--- src/hdl/ckf_pkg.sv ---
// Shared types and constants for the speed Kalman filter core.
// No dependencies; imported by every module in hdl/.
`timescale 1ns / 1ps

package ckf_pkg;

  localparam int ID_W    = 11;
  localparam int BYTE_W  = 8;
  localparam int NOISE_W = 24;
  localparam int FX_W    = 32;
  localparam int CFG_IDX_W  = 2;
  localparam int CFG_DATA_W = 24;

  localparam int Q_DEPTH = 2;
  localparam int Q_PTR_W = 1;
  localparam int Q_CNT_W = 2;

  localparam logic [ID_W-1:0]    MATCH_ID_RST   = 11'd256;
  localparam logic [NOISE_W-1:0] PROC_NOISE_RST = 24'd655;
  localparam logic [NOISE_W-1:0] MEAS_NOISE_RST = 24'd6554;

  typedef enum logic [CFG_IDX_W-1:0] {
    CFG_MATCH_ID   = 2'd0,
    CFG_PROC_NOISE = 2'd1,
    CFG_MEAS_NOISE = 2'd2
  } ckf_cfg_idx_e;

  typedef struct packed {
    logic [ID_W-1:0]    match_id;
    logic [NOISE_W-1:0] process_noise;
    logic [NOISE_W-1:0] measurement_noise;
  } ckf_cfg_t;

  typedef struct packed {
    logic full;
    logic empty;
  } ckf_q_stat_t;

endpackage

--- src/hdl/can_speed_kalman_filter_core.sv ---
// Speed Kalman filter core: frames accepted every cycle while the 2-entry queue has room.
// The back end takes one matching frame at a time from the queue and takes the next one only
// after the last has reached the result slot. Each step runs through the serial gain divider
// (one quotient bit per cycle) and three passes through one shared multiplier.
// Async active-low reset: estimate 0, covariance 1.0, registers 256/655/6554, queue empty.
// Depends on ckf_pkg, ckf_front, ckf_queue, ckf_back.
`timescale 1ns / 1ps

module can_speed_kalman_filter_core #(
  parameter int FRAC_BITS = 16
) (
  input  logic                          clk_i,
  input  logic                          rst_ni,
  input  logic                          cfg_we_i,
  input  logic [ckf_pkg::CFG_IDX_W-1:0]  cfg_index_i,
  input  logic [ckf_pkg::CFG_DATA_W-1:0] cfg_data_i,
  input  logic                          push,
  output logic                          full,
  input  logic [ckf_pkg::ID_W-1:0]       frame_id_i,
  input  logic [ckf_pkg::BYTE_W-1:0]     data_hi_i,
  input  logic [ckf_pkg::BYTE_W-1:0]     data_lo_i,
  input  logic                          pop,
  output logic                          empty,
  output logic [ckf_pkg::FX_W-1:0]       filtered_speed_o,
  output logic                          speed_changed_o
);
  import ckf_pkg::*;

  ckf_cfg_t        cfg_q;
  ckf_q_stat_t     q_stat;
  logic            q_push, q_pop, busy;
  logic [FX_W-1:0] q_wdata, q_rdata;

  always_ff @(posedge clk_i or negedge rst_ni) begin
    if (!rst_ni) begin
      cfg_q.match_id          <= MATCH_ID_RST;
      cfg_q.process_noise     <= PROC_NOISE_RST;
      cfg_q.measurement_noise <= MEAS_NOISE_RST;
    end else if (cfg_we_i) begin
      unique case (cfg_index_i)
        CFG_MATCH_ID:   cfg_q.match_id          <= cfg_data_i[ID_W-1:0];
        CFG_PROC_NOISE: cfg_q.process_noise     <= cfg_data_i[NOISE_W-1:0];
        CFG_MEAS_NOISE: cfg_q.measurement_noise <= cfg_data_i[NOISE_W-1:0];
        default: ;
      endcase
    end
  end

  ckf_front #(
    .FRAC_BITS(FRAC_BITS)
  ) u_front (
    .push_i     (push),
    .frame_id_i (frame_id_i),
    .data_hi_i  (data_hi_i),
    .data_lo_i  (data_lo_i),
    .cfg_i      (cfg_q),
    .q_stat_i   (q_stat),
    .full_o     (full),
    .q_push_o   (q_push),
    .q_data_o   (q_wdata)
  );

  ckf_queue u_queue (
    .clk_i  (clk_i),
    .rst_ni (rst_ni),
    .push_i (q_push),
    .data_i (q_wdata),
    .pop_i  (q_pop),
    .stat_o (q_stat),
    .data_o (q_rdata)
  );

  ckf_back #(
    .FRAC_BITS(FRAC_BITS)
  ) u_back (
    .clk_i            (clk_i),
    .rst_ni           (rst_ni),
    .cfg_i            (cfg_q),
    .q_stat_i         (q_stat),
    .q_data_i         (q_rdata),
    .q_pop_o          (q_pop),
    .busy_o           (busy),
    .pop_i            (pop),
    .empty_o          (empty),
    .filtered_speed_o (filtered_speed_o),
    .speed_changed_o  (speed_changed_o)
  );

`ifndef SYNTHESIS
  a_push_match: assert property (@(posedge clk_i) disable iff (!rst_ni)
    q_push |-> (push && !full && (frame_id_i == cfg_q.match_id)))
    else $error("queue write without an accepted matching frame");

  a_pop_nonempty: assert property (@(posedge clk_i) disable iff (!rst_ni)
    q_pop |-> !q_stat.empty)
    else $error("back end read from an empty queue");

  a_result_from_back: assert property (@(posedge clk_i) disable iff (!rst_ni)
    $fell(empty) |-> $past(busy))
    else $error("result appeared without a filter step");
`endif

endmodule

--- src/hdl/ckf_front.sv ---
// Front end: filters frames by identifier and forms the fixed-point measurement.
// Depends on ckf_pkg.
`timescale 1ns / 1ps

module ckf_front #(
  parameter int FRAC_BITS = 16
) (
  input  logic                      push_i,
  input  logic [ckf_pkg::ID_W-1:0]   frame_id_i,
  input  logic [ckf_pkg::BYTE_W-1:0] data_hi_i,
  input  logic [ckf_pkg::BYTE_W-1:0] data_lo_i,
  input  ckf_pkg::ckf_cfg_t          cfg_i,
  input  ckf_pkg::ckf_q_stat_t       q_stat_i,
  output logic                      full_o,
  output logic                      q_push_o,
  output logic [ckf_pkg::FX_W-1:0]   q_data_o
);
  import ckf_pkg::*;

  logic [2*BYTE_W-1:0] speed;
  logic [47:0]         z_wide;

  assign speed    = {data_hi_i, data_lo_i};
  assign z_wide   = 48'(speed) << FRAC_BITS;
  assign q_data_o = (|z_wide[47:FX_W]) ? '1 : z_wide[FX_W-1:0];
  assign full_o   = q_stat_i.full;
  assign q_push_o = push_i && !q_stat_i.full && (frame_id_i == cfg_i.match_id);

endmodule

--- src/hdl/ckf_queue.sv ---
// Two-entry measurement queue between front and back end.
// Depends on ckf_pkg.
`timescale 1ns / 1ps

module ckf_queue (
  input  logic                    clk_i,
  input  logic                    rst_ni,
  input  logic                    push_i,
  input  logic [ckf_pkg::FX_W-1:0] data_i,
  input  logic                    pop_i,
  output ckf_pkg::ckf_q_stat_t     stat_o,
  output logic [ckf_pkg::FX_W-1:0] data_o
);
  import ckf_pkg::*;

  logic [FX_W-1:0]    mem_q [Q_DEPTH];
  logic [Q_PTR_W-1:0] wr_ptr_q, wr_ptr_d;
  logic [Q_PTR_W-1:0] rd_ptr_q, rd_ptr_d;
  logic [Q_CNT_W-1:0] cnt_q, cnt_d;
  logic               do_push, do_pop;

  assign stat_o.full  = (cnt_q == Q_CNT_W'(Q_DEPTH));
  assign stat_o.empty = (cnt_q == '0);
  assign do_push = push_i && !stat_o.full;
  assign do_pop  = pop_i && !stat_o.empty;
  assign data_o  = mem_q[rd_ptr_q];

  always_comb begin
    wr_ptr_d = wr_ptr_q;
    rd_ptr_d = rd_ptr_q;
    cnt_d    = cnt_q;
    if (do_push) begin
      wr_ptr_d = (wr_ptr_q == Q_PTR_W'(Q_DEPTH - 1)) ? '0 : wr_ptr_q + 1'b1;
    end
    if (do_pop) begin
      rd_ptr_d = (rd_ptr_q == Q_PTR_W'(Q_DEPTH - 1)) ? '0 : rd_ptr_q + 1'b1;
    end
    if (do_push && !do_pop) begin
      cnt_d = cnt_q + 1'b1;
    end else if (do_pop && !do_push) begin
      cnt_d = cnt_q - 1'b1;
    end
  end

  always_ff @(posedge clk_i or negedge rst_ni) begin
    if (!rst_ni) begin
      wr_ptr_q <= '0;
      rd_ptr_q <= '0;
      cnt_q    <= '0;
    end else begin
      wr_ptr_q <= wr_ptr_d;
      rd_ptr_q <= rd_ptr_d;
      cnt_q    <= cnt_d;
    end
  end

  always_ff @(posedge clk_i) begin
    if (do_push) begin
      mem_q[wr_ptr_q] <= data_i;
    end
  end

endmodule

--- src/hdl/ckf_back.sv ---
// Back end: filter state, serial gain divider, shared multiplier, result slot.
// Depends on ckf_pkg.
`timescale 1ns / 1ps

module ckf_back #(
  parameter int FRAC_BITS = 16
) (
  input  logic                    clk_i,
  input  logic                    rst_ni,
  input  ckf_pkg::ckf_cfg_t        cfg_i,
  input  ckf_pkg::ckf_q_stat_t     q_stat_i,
  input  logic [ckf_pkg::FX_W-1:0] q_data_i,
  output logic                    q_pop_o,
  output logic                    busy_o,
  input  logic                    pop_i,
  output logic                    empty_o,
  output logic [ckf_pkg::FX_W-1:0] filtered_speed_o,
  output logic                    speed_changed_o
);
  import ckf_pkg::*;

  localparam int GW = FRAC_BITS + 1;
  localparam int PW = GW + FX_W;
  localparam int CW = $clog2(GW);
  localparam logic [CW-1:0] LastCnt = CW'(GW - 1);
  localparam logic [GW-1:0] OneG    = {1'b1, {FRAC_BITS{1'b0}}};
  localparam logic [PW-1:0] HalfP   = PW'(1) << (FRAC_BITS - 1);

  typedef enum logic [2:0] {
    ST_IDLE, ST_SETUP, ST_DIV, ST_KEEP, ST_MUL_A, ST_MUL_B, ST_MUL_C, ST_DONE
  } state_e;

  state_e          state_q;
  logic [FX_W-1:0] est_q, cov_q, z_q, p1_q;
  logic [FX_W:0]   den_q;
  logic [FX_W+1:0] rem_q;
  logic [GW-1:0]   gain_q, keep_q;
  logic [CW-1:0]   cnt_q;
  logic [PW-1:0]   prod_q, acc_q;
  logic            out_valid_q, out_changed_q;
  logic [FX_W-1:0] out_speed_q;

  logic [FX_W:0]   p1_sum, den_sum, est_w;
  logic [FX_W-1:0] p1_sat, est_sat, mul_b;
  logic [FX_W+1:0] rem_sub, rem_nxt;
  logic            rem_ge, den_zero, out_free;
  logic [GW-1:0]   mul_a;
  logic [PW-1:0]   prod_w;

  assign p1_sum   = {1'b0, cov_q} + (FX_W + 1)'(cfg_i.process_noise);
  assign p1_sat   = p1_sum[FX_W] ? '1 : p1_sum[FX_W-1:0];
  assign den_sum  = {1'b0, p1_q} + (FX_W + 1)'(cfg_i.measurement_noise);
  assign den_zero = (den_q == '0);

  assign rem_ge  = (rem_q >= {1'b0, den_q});
  assign rem_sub = rem_q - {1'b0, den_q};
  assign rem_nxt = rem_ge ? rem_sub : rem_q;

  always_comb begin
    unique case (state_q)
      ST_MUL_A: begin
        mul_a = keep_q;
        mul_b = est_q;
      end
      ST_MUL_B: begin
        mul_a = gain_q;
        mul_b = z_q;
      end
      default: begin
        mul_a = keep_q;
        mul_b = p1_q;
      end
    endcase
  end

  assign prod_w  = mul_a * mul_b;
  assign est_w   = acc_q[PW-1:FRAC_BITS];
  assign est_sat = est_w[FX_W] ? '1 : est_w[FX_W-1:0];
  assign out_free = !out_valid_q || pop_i;

  assign q_pop_o = (state_q == ST_IDLE) && !q_stat_i.empty;
  assign busy_o  = (state_q != ST_IDLE);
  assign empty_o = !out_valid_q;
  assign filtered_speed_o = out_speed_q;
  assign speed_changed_o  = out_changed_q;

  always_ff @(posedge clk_i or negedge rst_ni) begin
    if (!rst_ni) begin
      state_q       <= ST_IDLE;
      est_q         <= '0;
      cov_q         <= FX_W'(OneG);
      out_valid_q   <= 1'b0;
      cnt_q         <= '0;
      z_q           <= '0;
      p1_q          <= '0;
      den_q         <= '0;
      rem_q         <= '0;
      gain_q        <= '0;
      keep_q        <= '0;
      prod_q        <= '0;
      acc_q         <= '0;
      out_speed_q   <= '0;
      out_changed_q <= 1'b0;
    end else begin
      if (pop_i && out_valid_q) begin
        out_valid_q <= 1'b0;
      end
      unique case (state_q)
        ST_IDLE: begin
          if (!q_stat_i.empty) begin
            z_q     <= q_data_i;
            p1_q    <= p1_sat;
            state_q <= ST_SETUP;
          end
        end
        ST_SETUP: begin
          den_q   <= den_sum;
          rem_q   <= {1'b0, p1_q};
          cnt_q   <= '0;
          state_q <= ST_DIV;
        end
        ST_DIV: begin
          rem_q  <= {rem_nxt[FX_W:0], 1'b0};
          gain_q <= {gain_q[GW-2:0], rem_ge};
          cnt_q  <= cnt_q + 1'b1;
          if (cnt_q == LastCnt) begin
            state_q <= ST_KEEP;
          end
        end
        ST_KEEP: begin
          gain_q  <= den_zero ? '0 : gain_q;
          keep_q  <= den_zero ? OneG : OneG - gain_q;
          state_q <= ST_MUL_A;
        end
        ST_MUL_A: begin
          prod_q  <= prod_w;
          state_q <= ST_MUL_B;
        end
        ST_MUL_B: begin
          acc_q   <= prod_q + HalfP;
          prod_q  <= prod_w;
          state_q <= ST_MUL_C;
        end
        ST_MUL_C: begin
          acc_q   <= acc_q + prod_q;
          prod_q  <= prod_w;
          state_q <= ST_DONE;
        end
        ST_DONE: begin
          if (out_free) begin
            out_speed_q   <= est_sat;
            out_changed_q <= (est_sat != est_q);
            out_valid_q   <= 1'b1;
            est_q         <= est_sat;
            cov_q         <= prod_q[FRAC_BITS+FX_W-1:FRAC_BITS];
            state_q       <= ST_IDLE;
          end
        end
        default: state_q <= ST_IDLE;
      endcase
    end
  end

endmodule
--- config.mk ---
export PLATFORM = sky130hd
export DESIGN_NAME = can_speed_kalman_filter_core
export DESIGN_NICKNAME = d
export VERILOG_FILES = /design/src/hdl/ckf_pkg.sv /design/src/hdl/can_speed_kalman_filter_core.sv /design/src/hdl/ckf_front.sv /design/src/hdl/ckf_queue.sv /design/src/hdl/ckf_back.sv
export SDC_FILE = /design/constraint.sdc
export NUM_CORES = 2
export LEC_CHECK = 0
export ABC_CLOCK_PERIOD_IN_PS = 9600
export BUFFER_PORTS_ARGS = -buffer_cell sky130_fd_sc_hd__buf_2
export CORE_MARGIN = 10
export CORE_UTILIZATION = 50
export CTS_CLUSTER_SIZE = 10
export DETAILED_ROUTE_END_ITERATION = 8
export PLACE_DENSITY = 0.74
export SLEW_MARGIN = 15
export SYNTH_ARGS = -nofsm -noshare
export SYNTH_HDL_FRONTEND = slang
export SYNTH_HIERARCHICAL = 1
export SYNTH_SLANG_ARGS = --single-unit
--- constraint.sdc ---
create_clock -name clk_i -period 9.6 [get_ports clk_i]
set_input_delay 1.44 -clock clk_i [delete_from_list [all_inputs] [get_ports clk_i]]
set_output_delay 1.44 -clock clk_i [all_outputs]
set_load 0.01 [all_outputs]
==> impl_metrics.xml <==
<?xml version="1.0" encoding="UTF-8"?>
<metrics>
  <group name="clocking">
    <metric name="postCtsResizedCells" unit="">0</metric>
    <metric name="number_of_clock_buffers_inserted_by_tritoncts" unit="">57</metric>
    <metric name="number_of_post_cts_setup_repair_buffers" unit="">0</metric>
    <metric name="cts-root-buf" unit="">sky130_fd_sc_hd__clkbuf_16</metric>
    <metric name="cts-root-to-sink-buffers" unit="">3</metric>
    <metric name="numClockSinks" unit="">464</metric>
    <metric name="tritoncts" unit="">built</metric>
    <metric name="cts_hold_repair.buffers" unit="">0</metric>
    <metric name="h-tree-depth" unit="">2</metric>
    <metric name="worstSkewPairLatency" unit="ns">0.65</metric>
    <metric name="worst_setup_hold_path_clk_slew" unit="ns">0.06</metric>
  </group>
  <group name="logic_synthesis">
    <metric name="synth_instances" unit="">5084</metric>
    <metric name="avg_inst_size_synth" unit="µm²">8.883</metric>
    <metric name="share_of_synthesized_flip_flops_with_an_asynchronous_set_or_reset" unit="%">86.21</metric>
    <metric name="yosys.cell_types.count" unit="">93</metric>
    <metric name="synth_enable_flop_cells" unit="">64</metric>
    <metric name="ys_seq_area_share" unit="%">26.46</metric>
    <metric name="synth.ff_latch_count" unit="">464</metric>
    <metric name="synth-main-ff-cell" unit="">sky130_fd_sc_hd__dfrtp_1</metric>
    <metric name="post_syn_area" unit="mm²">0.04516</metric>
    <metric name="yosysWarningCount" unit="">6</metric>
  </group>
  <group name="routing">
    <metric name="highest-signal-layer" unit="">met4</metric>
    <metric name="final_routed_wire_length_divided_by_cell_count" unit="µm">23.76</metric>
    <metric name="detailroute.wirelength.met3" unit="mm">15.96</metric>
    <metric name="drtPass1Iterations" unit="">8</metric>
    <metric name="met2RoutedLength" unit="mm">63.71</metric>
    <metric name="detailedRoute.firstIterationViolations" unit="">4366</metric>
    <metric name="drcViolationCount" unit="">0</metric>
    <metric name="detail-route-antenna-nets" unit="">0</metric>
    <metric name="routed_via_density" unit="">5.976</metric>
    <metric name="routed_wire_length" unit="mm">149.5</metric>
    <metric name="routedLengthMet1" unit="mm">62.01</metric>
    <metric name="vias" unit="">37596</metric>
  </group>
  <group name="setup_path">
    <metric name="cp_num_buf_inv" unit="">6</metric>
    <metric name="path_delay_family" unit="">adder cells</metric>
    <metric name="cp.depth" unit="">26</metric>
    <metric name="required" unit="ns">10.12</metric>
    <metric name="critical_path.reg2reg.endpoint" unit="">u_back/prod_q[45]</metric>
    <metric name="critical_path_peak_fanout" unit="">35</metric>
    <metric name="cp-end-kind" unit="">flop</metric>
    <metric name="r2r_start" unit="">u_back/state_q[0]</metric>
    <metric name="ff2ff_path_depth" unit="">26</metric>
    <metric name="worstSetupStartpoint" unit="">u_back/state_q[0]</metric>
    <metric name="timing.critical_path.from_type" unit="">flop</metric>
    <metric name="worst_setup_path_endpoint" unit="">u_back/prod_q[45]</metric>
    <metric name="critical_path_arrival" unit="ns">9.56</metric>
    <metric name="slowest_stage_cell_on_the_critical_path" unit="">sky130_fd_sc_hd__a221oi_1</metric>
    <metric name="rrSetupSlack" unit="ns">0.56</metric>
    <metric name="setup.worst_path.class" unit="">flop to flop</metric>
    <metric name="critical-path-max-stage-delay" unit="ns">0.93</metric>
    <metric name="critPathMostFrequentCell" unit="">sky130_fd_sc_hd__fa_1</metric>
  </group>
  <group name="global_route">
    <metric name="antenna_found_initial" unit="">1</metric>
    <metric name="grt_overflow_total" unit="">0</metric>
    <metric name="grt_first_pass_wirelength" unit="mm">227.1</metric>
    <metric name="via_count_of_the_first_global_routing_pass" unit="">36814</metric>
    <metric name="grt_start_max_net_pins" unit="">153</metric>
    <metric name="grtUsageTotal" unit="%">28.72</metric>
  </group>
  <group name="finish">
    <metric name="layout-drive-gt1-share" unit="%">9.112</metric>
    <metric name="fillers" unit="">8153</metric>
    <metric name="instances_no_fill" unit="">6291</metric>
    <metric name="area.growth.synth_to_final" unit="%">7.453</metric>
    <metric name="finish.net_count" unit="">5842</metric>
  </group>
  <group name="status">
    <metric name="status" unit="">finished, final reports clean</metric>
  </group>
  <group name="place">
    <metric name="numPlacedInstances" unit="">6186</metric>
    <metric name="gp_congestion" unit="">0.9943</metric>
    <metric name="place.port_buffers" unit="">92</metric>
    <metric name="hpwl" unit="mm">116.5</metric>
  </group>
  <group name="sta">
    <metric name="max_freq" unit="MHz">110.6</metric>
    <metric name="rsz0062_at_grt" unit="">no</metric>
    <metric name="final-max-slew-violation-count" unit="">0</metric>
    <metric name="worstMarginPinSlew" unit="ns">1.285</metric>
    <metric name="finalHoldViolations" unit="">0</metric>
    <metric name="fin_worst_skew" unit="ns">0.05707</metric>
    <metric name="finalSetupViolations" unit="">0</metric>
    <metric name="worst_slew_margin_rel" unit="%">14.31</metric>
    <metric name="finalWorstPathRequiredPeriod" unit="ns">9.040</metric>
    <metric name="fin_tns_setup" unit="ns">0</metric>
    <metric name="fin_crit_sh" unit="%">94.17</metric>
  </group>
  <group name="min_path">
    <metric name="worst_hold_path_type" unit="">flop to flop</metric>
    <metric name="worstHoldPathCells" unit="">1</metric>
  </group>
  <group name="floorplanning">
    <metric name="site_rows" unit="">110</metric>
    <metric name="io_pins" unit="">93</metric>
    <metric name="die_y" unit="µm">320.5</metric>
    <metric name="core_area" unit="mm²">0.08987</metric>
    <metric name="die_x" unit="µm">320.5</metric>
    <metric name="die_area" unit="mm²">0.1027</metric>
    <metric name="floorplan.initialDensity" unit="%">50.25</metric>
  </group>
  <group name="job">
    <metric name="maxCapViolCount" unit="">0</metric>
  </group>
</metrics>
-- synth_stat cells (all sizes together) (36+ instances only) --
master	n	area share (%)
a31oi	45	0.64
a21o	86	1.4
edfxtp	64	4.3
fa	453	20
dfrtp	385	21
nand2	788	6.5
mux2	123	3.3
ha	261	7.2
nor3	51	0.59
nor2	479	4.0
a21oi	284	3.2
nand4	44	0.61
nand3	54	0.60
a211oi	45	0.75
clkbuf	215	1.8
xnor2	126	2.4
and3	49	0.68
xor2	99	1.9
a221oi	36	0.70
inv	640	5.3
buf	67	1.1
o21ai	212	2.4
-- worst min-delay path by stage --
stage / endpoint / startpoint / slack (ns)
6_report: u_queue/rd_ptr_q / u_queue/rd_ptr_q / 0.47
5_1_grt: u_queue/rd_ptr_q / u_queue/rd_ptr_q / 0.48
4_1_cts: u_queue/rd_ptr_q / u_queue/rd_ptr_q / 0.47
3_5_place_dp: u_queue/rd_ptr_q / u_queue/rd_ptr_q / 0.46
3_3_place_gp: u_queue/rd_ptr_q / u_queue/rd_ptr_q / 0.46
2_1_floorplan: u_back/z_q[29] / u_back/z_q[29] / 0.45
-- layout by cell type, fill, tap and decap left out, drive strengths merged, types with 86 or more instances in the layout --
| cell | instances |
|---|---|
| a21o | 86 |
| a21oi | 284 |
| buf | 194 |
| clkbuf | 91 |
| dfrtp | 385 |
| fa | 453 |
| ha | 261 |
| inv | 642 |
| mux2 | 123 |
| nand2 | 788 |
| nor2 | 479 |
| o21ai | 212 |
| xnor2 | 126 |
| xor2 | 99 |
-- worst register-to-register path, cell delays in order (launching register included) --
cell and delay, ns:
sky130_fd_sc_hd__dfrtp_1 0.40, sky130_fd_sc_hd__inv_1 0.11, sky130_fd_sc_hd__ha_1 0.63, sky130_fd_sc_hd__o21ai_4 0.45, sky130_fd_sc_hd__buf_4 0.34, sky130_fd_sc_hd__a221oi_1 0.93, sky130_fd_sc_hd__nor2_1 0.17, sky130_fd_sc_hd__fa_1 0.58
sky130_fd_sc_hd__inv_1 0.08, sky130_fd_sc_hd__fa_1 0.51, sky130_fd_sc_hd__fa_1 0.55, sky130_fd_sc_hd__inv_1 0.06, sky130_fd_sc_hd__fa_1 0.49, sky130_fd_sc_hd__fa_1 0.52, sky130_fd_sc_hd__inv_1 0.06, sky130_fd_sc_hd__fa_1 0.47
sky130_fd_sc_hd__inv_1 0.05, sky130_fd_sc_hd__ha_1 0.37, sky130_fd_sc_hd__a21o_1 0.23, sky130_fd_sc_hd__o21ai_0 0.38, sky130_fd_sc_hd__and3_1 0.23, sky130_fd_sc_hd__a21oi_1 0.16, sky130_fd_sc_hd__a2111o_1 0.46, sky130_fd_sc_hd__and3_1 0.24
sky130_fd_sc_hd__a31oi_1 0.22, sky130_fd_sc_hd__xor2_1 0.17, sky130_fd_sc_hd__o21ai_0 0.09
-- sequential cells by signal, indices dropped and copies added, names as in the netlist --
signal / count
u_back/cnt_q: 5
u_queue/wr_ptr_q: 1
u_back/rem_q: 34
u_back/out_valid_q: 1
u_back/den_q: 33
u_queue/rd_ptr_q: 1
u_back/p1_q: 32
u_back/keep_q: 17
u_back/filtered_speed_o: 32
u_queue/cnt_q: 2
u_back/speed_changed_o: 1
u_back/state_q: 3
u_back/cov_q: 32
u_queue/mem_q: 64
u_back/acc_q: 49
u_back/z_q: 32
cfg_q: 59
u_back/prod_q: 49
u_back/gain_q: 17
-- metrics by stage --
stage	hold WS [ns]	setup slack, ns	utilization [%]	cell area, µm²
floorplan	0.4461	1.881	-	45220
global placement	0.4558	0.8995	51.98	46720
detailed placement	0.4563	0.7300	51.98	46720
CTS	0.4681	0.7125	53.97	48510
global route	0.4759	0.1992	53.99	48520
finish	0.4666	0.5596	53.99	48530
-- final cells by class --
cell class	instances	area [µm²]	area share [%]
well taps	1176	1471	3.032
repair buffers	194	1269	2.615
multi-input cells	3712	29640	61.08
clock inverters	12	152.6	0.3146
flip-flops and latches	464	11950	24.63
diodes	1	2.502	0.005157
clock buffers	91	1634	3.367
inverters	641	2406	4.958
-- layer usage --
layer | GRT usage [%] | vias up
met5 | 0 | -
met4 | 12.97 | 0
met3 | 6.001 | 305
met2 | 42.68 | 1999
met1 | 39.97 | 18502
li1 | - | 16790
-- logic make-up after synthesis --
logic type,count (synthesis),share of synthesized area (%)
xor gates and xnor gates,225,4.364
other,1,0.008304
AOI/OAI and AO/OA,1006,14.62
adders and majority gates,714,27.31
DFF,464,26.46
and+or+nand+nor,1605,15.19
buffers and inverters,923,8.215
muxes,146,3.835
Power is left out: the tool's default activity adds up to more than one toggle a clock period on the data nets, which glitch-free logic cannot reach.
